--- src/sv/mma_ram.sv ---
// Generic single-write, single-read RAM with registered read data.
module mma_ram #(
  parameter int WIDTH = 64,
  parameter int DEPTH = 64
) (
  input  logic                     clk,
  input  logic                     we,
  input  logic [$clog2(DEPTH)-1:0] waddr,
  input  logic [WIDTH-1:0]         wdata,
  input  logic [$clog2(DEPTH)-1:0] raddr,
  output logic [WIDTH-1:0]         rdata
);

  logic [WIDTH-1:0] mem_r [DEPTH];
  logic [WIDTH-1:0] rdata_r;

  // Write one word, read one word every cycle
  always_ff @(posedge clk) begin
    if (we) begin
      mem_r[waddr] <= wdata;
    end
    rdata_r <= mem_r[raddr];
  end

  assign rdata = rdata_r;

endmodule

--- config.mk ---
export PLATFORM = sky130hd
export DESIGN_NAME = mma_ram
export DESIGN_NICKNAME = d
export VERILOG_FILES = /design/src/sv/mma_ram.sv
export SDC_FILE = /design/constraint.sdc
export NUM_CORES = 2
export LEC_CHECK = 0
export ABC_AREA = 1
export BUFFER_PORTS_ARGS = -buffer_cell sky130_fd_sc_hd__buf_2
export CORE_ASPECT_RATIO = 0.9
export CORE_MARGIN = 4
export CORE_UTILIZATION = 50
export DETAILED_ROUTE_END_ITERATION = 8
export HOLD_SLACK_MARGIN = 0.02
export PLACE_DENSITY_LB_ADDON = 0.1
export SLEW_MARGIN = 20
export SYNTH_ARGS = -nofsm -noshare
export SYNTH_HDL_FRONTEND = slang
export SYNTH_SLANG_ARGS = --single-unit
--- constraint.sdc ---
create_clock -name clk -period 11.1 [get_ports clk]
set_input_delay 1.665 -clock clk [delete_from_list [all_inputs] [get_ports clk]]
set_output_delay 1.665 -clock clk [all_outputs]
set_load 0.02 [all_outputs]
==> out/metrics.yaml <==
outcome: "finished clean"
synthDistinctLibCells: 16
drive_gt1_share_pct: 7.76
start_kind: "primary input"
cts_resized: 0
hold_viol_final: 0
yosysSeqAreaShare_pct: 75.2
critPathMaxFanout: 156
netlist_instances: 13400
drv_cap: 0
p_leak_nw: 64.0
worstHoldPathType: "register to register"
critPathRequiredTime_ns: 11.94
cts_tree: "done"
fmax_ghz: 0.195
cts_setup_buffers: 0
slowest_delay_ns: 0.87
ant_nets: 0
register_area_um2: 124000
met1_usage_pct: 45.4
ys_seq_elements: 4160
relSlewSlack_pct: 2.23
cts_buffer_depth: 4
grt.busiest_layer: "met2"
grt_first_pass_wirelength_um: 756000
use_met3_pct: 4.20
worst-setup-path-type: "primary input to register"
die_h_um: 553
finalSetupViolCount: 0
cts_buffers: 421
whs_path_depth: 8
wl_per_cell_um: 29.4
cp_slowest_cell: "buf_4"
clock_sinks: 4160
start_util_pct: 50.2
postRouteWirelength_um: 530000
die_area_um2: 340000
drtPass1Iterations: 6
place_congestion: 0.795
ir_drop_v: 0.000140
r2r-start: "mem_r[50][43]"
synth_area_per_cell_um2: 12.3
met2_usage_pct: 47.1
synth_warnings: 0
viasPerCell: 6.10
grt-ovfl-total: 0
cts.htree.levels: 5
fin_setup_tns_ns: 0
drt-initial-drc-count: 14900
portBuffers: 141
fillers: 26900
fin_crit_ns: 5.14
synth.net_count: 13500
r2r_cells: 8
worstMarginPinSlew_ns: 1.47
placed_area_um2: 169000
place_hpwl_um: 262000
fin_nets: 13400
holdWs_ns: 0.800
io_pins: 142
critPathArrivalTime_ns: 5.97
clk-insertion-delay-late_ns: 0.96
coreArea_um2: 330000
drc_errors: 0
syn_to_final_growth_pct: 10.6
cts_hold_buf: 0
worstHoldEndpoint: "rdata[54]"
die_w_um: 614
path_common_cell: "nand3_1"
vias: 110000
reg2reg_to: "rdata[43]"
fin_crit_sh_pct: 46.3
p_per_area_nw_per_um2: 182
grtUsageTotal_pct: 30.6
rsz0062_at_grt: "no"
drv_slew: 0
regToRegSetupSlack_ns: 9.37
fin_area_um2: 183000
hold_start: "mem_r[58][54]"
critPathCaptureType: "register"
grt_max_degree: 232
cp_cell_sequence: "buf_8 -> inv_16 -> buf_16 -> buf_12 -> buf_4 -> nand3_1 -> nand3_1 -> nand3_1 -> nand3_1 -> nand2_1 -> nand2_1 -> nand2_1"
syn-cell-area_um2: 165000
cts-root-buf: "clkbuf_16"
clk_pin_slew_worst_paths_ns: 0.06
grt_pass1_vias: 103000
skew_ns: 0.0320
antenna_found_initial: 37
multi_input_area_um2: 36600
row_count: 200
[placed cells by master (no fill, tap or decap), types with 6 or more instances in the layout]
cell type and n:
nand2_1 4416, edfxtp_1 4096, nand3_1 3847, clkbuf_16 428, buf_4 253, buf_2 97
clkinv_2 94, clkbuf_1 91, clkinv_1 80, dfxtp_1 64, nor2_4 56, bufinv_16 28
buf_12 28, clkbuf_8 20, clkinvlp_4 13, diode_2 12, inv_6 10, nand4_1 9
nor4_2 8, clkinv_8 7, inv_1 6
[layout make-up]
class	count	share of cell area [%]
sequential	4160	67.9
multi-input combinational	8336	20.0
clock buffer	539	6.19
tap	4343	2.97
timing repair buffer	386	1.70
clock inverter	237	1.09
inverter	12	0.0561
antenna	12	0.0164
[synth_stat cells]
library cell  instances  area, µm²
nand3_1            3847      19300
nand2_1            4416      16600
nor4_1                8       50.1
inv_1                 8       30.0
buf_8                 3       45.0
dfxtp_1              64       1280
nand4_1               9       56.3
edfxtp_1           4096     123000
clkbuf_1            147        552
inv_4                 2       12.5
nor2_1               56        210
buf_4               134       1010
buf_6                40        450
buf_2               501       2510
inv_2                 2       7.51
buf_1                72        270
[worst max-delay path, delay by kind of cell]
| family | cells | cell delay, ns |
|---|---|---|
| AND/OR/NAND/NOR | 7 | 0.96 |
| buffers and inverters | 5 | 2.33 |
[routing by layer]
layer | up-vias | routed length (µm)
li1 | 47700 | -
met1 | 55200 | 219000
met3 | 1013 | 50600
met2 | 6025 | 241000
met5 | - | 90
met4 | 14 | 19400
[flip-flops by register name, indices dropped and copies added, names as in the netlist]
register / cells
mem_r: 4096
rdata: 64
[power by group]
group | internal [mW] | leakage [nW] | switching, mW
Combinational | 0.443 | 20.1 | 1.48
Sequential | 17.4 | 37.4 | 0.0696
Clock | 7.84 | 6.54 | 5.98
[worst max-delay path by stage]
stage	startpoint	to	cells past startpoint
after floorplan	we	mem_r[48][0]	3
after global placement	raddr[1]	rdata[8]	11
after detailed placement	raddr[1]	rdata[8]	12
after CTS	raddr[1]	rdata[8]	12
after global routing	raddr[1]	rdata[3]	12
final	raddr[1]	rdata[38]	12
[through the flow]
| step | std cells | total power [mW] | utilization [%] | worst slack (ns) |
|---|---|---|---|---|
| 3_3_place_gp | 17200 | 19.7 | 51.3 | 5.30 |
| 4_1_cts | 18000 | 33.4 | 55.4 | 6.16 |
| 3_5_place_dp | 17200 | 19.7 | 51.4 | 5.14 |
| 6_report | 18000 | 33.2 | 55.5 | 5.96 |
| 2_1_floorplan | 13400 | 18.9 | - | 2.15 |
| 5_1_grt | 18000 | 34.2 | 55.5 | 6.01 |
[cell families (layout without fill, tap and decap cells)]
logic type | after synthesis | count (layout) | synth area share [%]
buf+inv | 909 | 1174 | 2.95
other cells | 0 | 12 | 0
flops | 4160 | 4160 | 75.2
simple gates | 8336 | 8336 | 21.9
(Power assumes the default switching activity.)
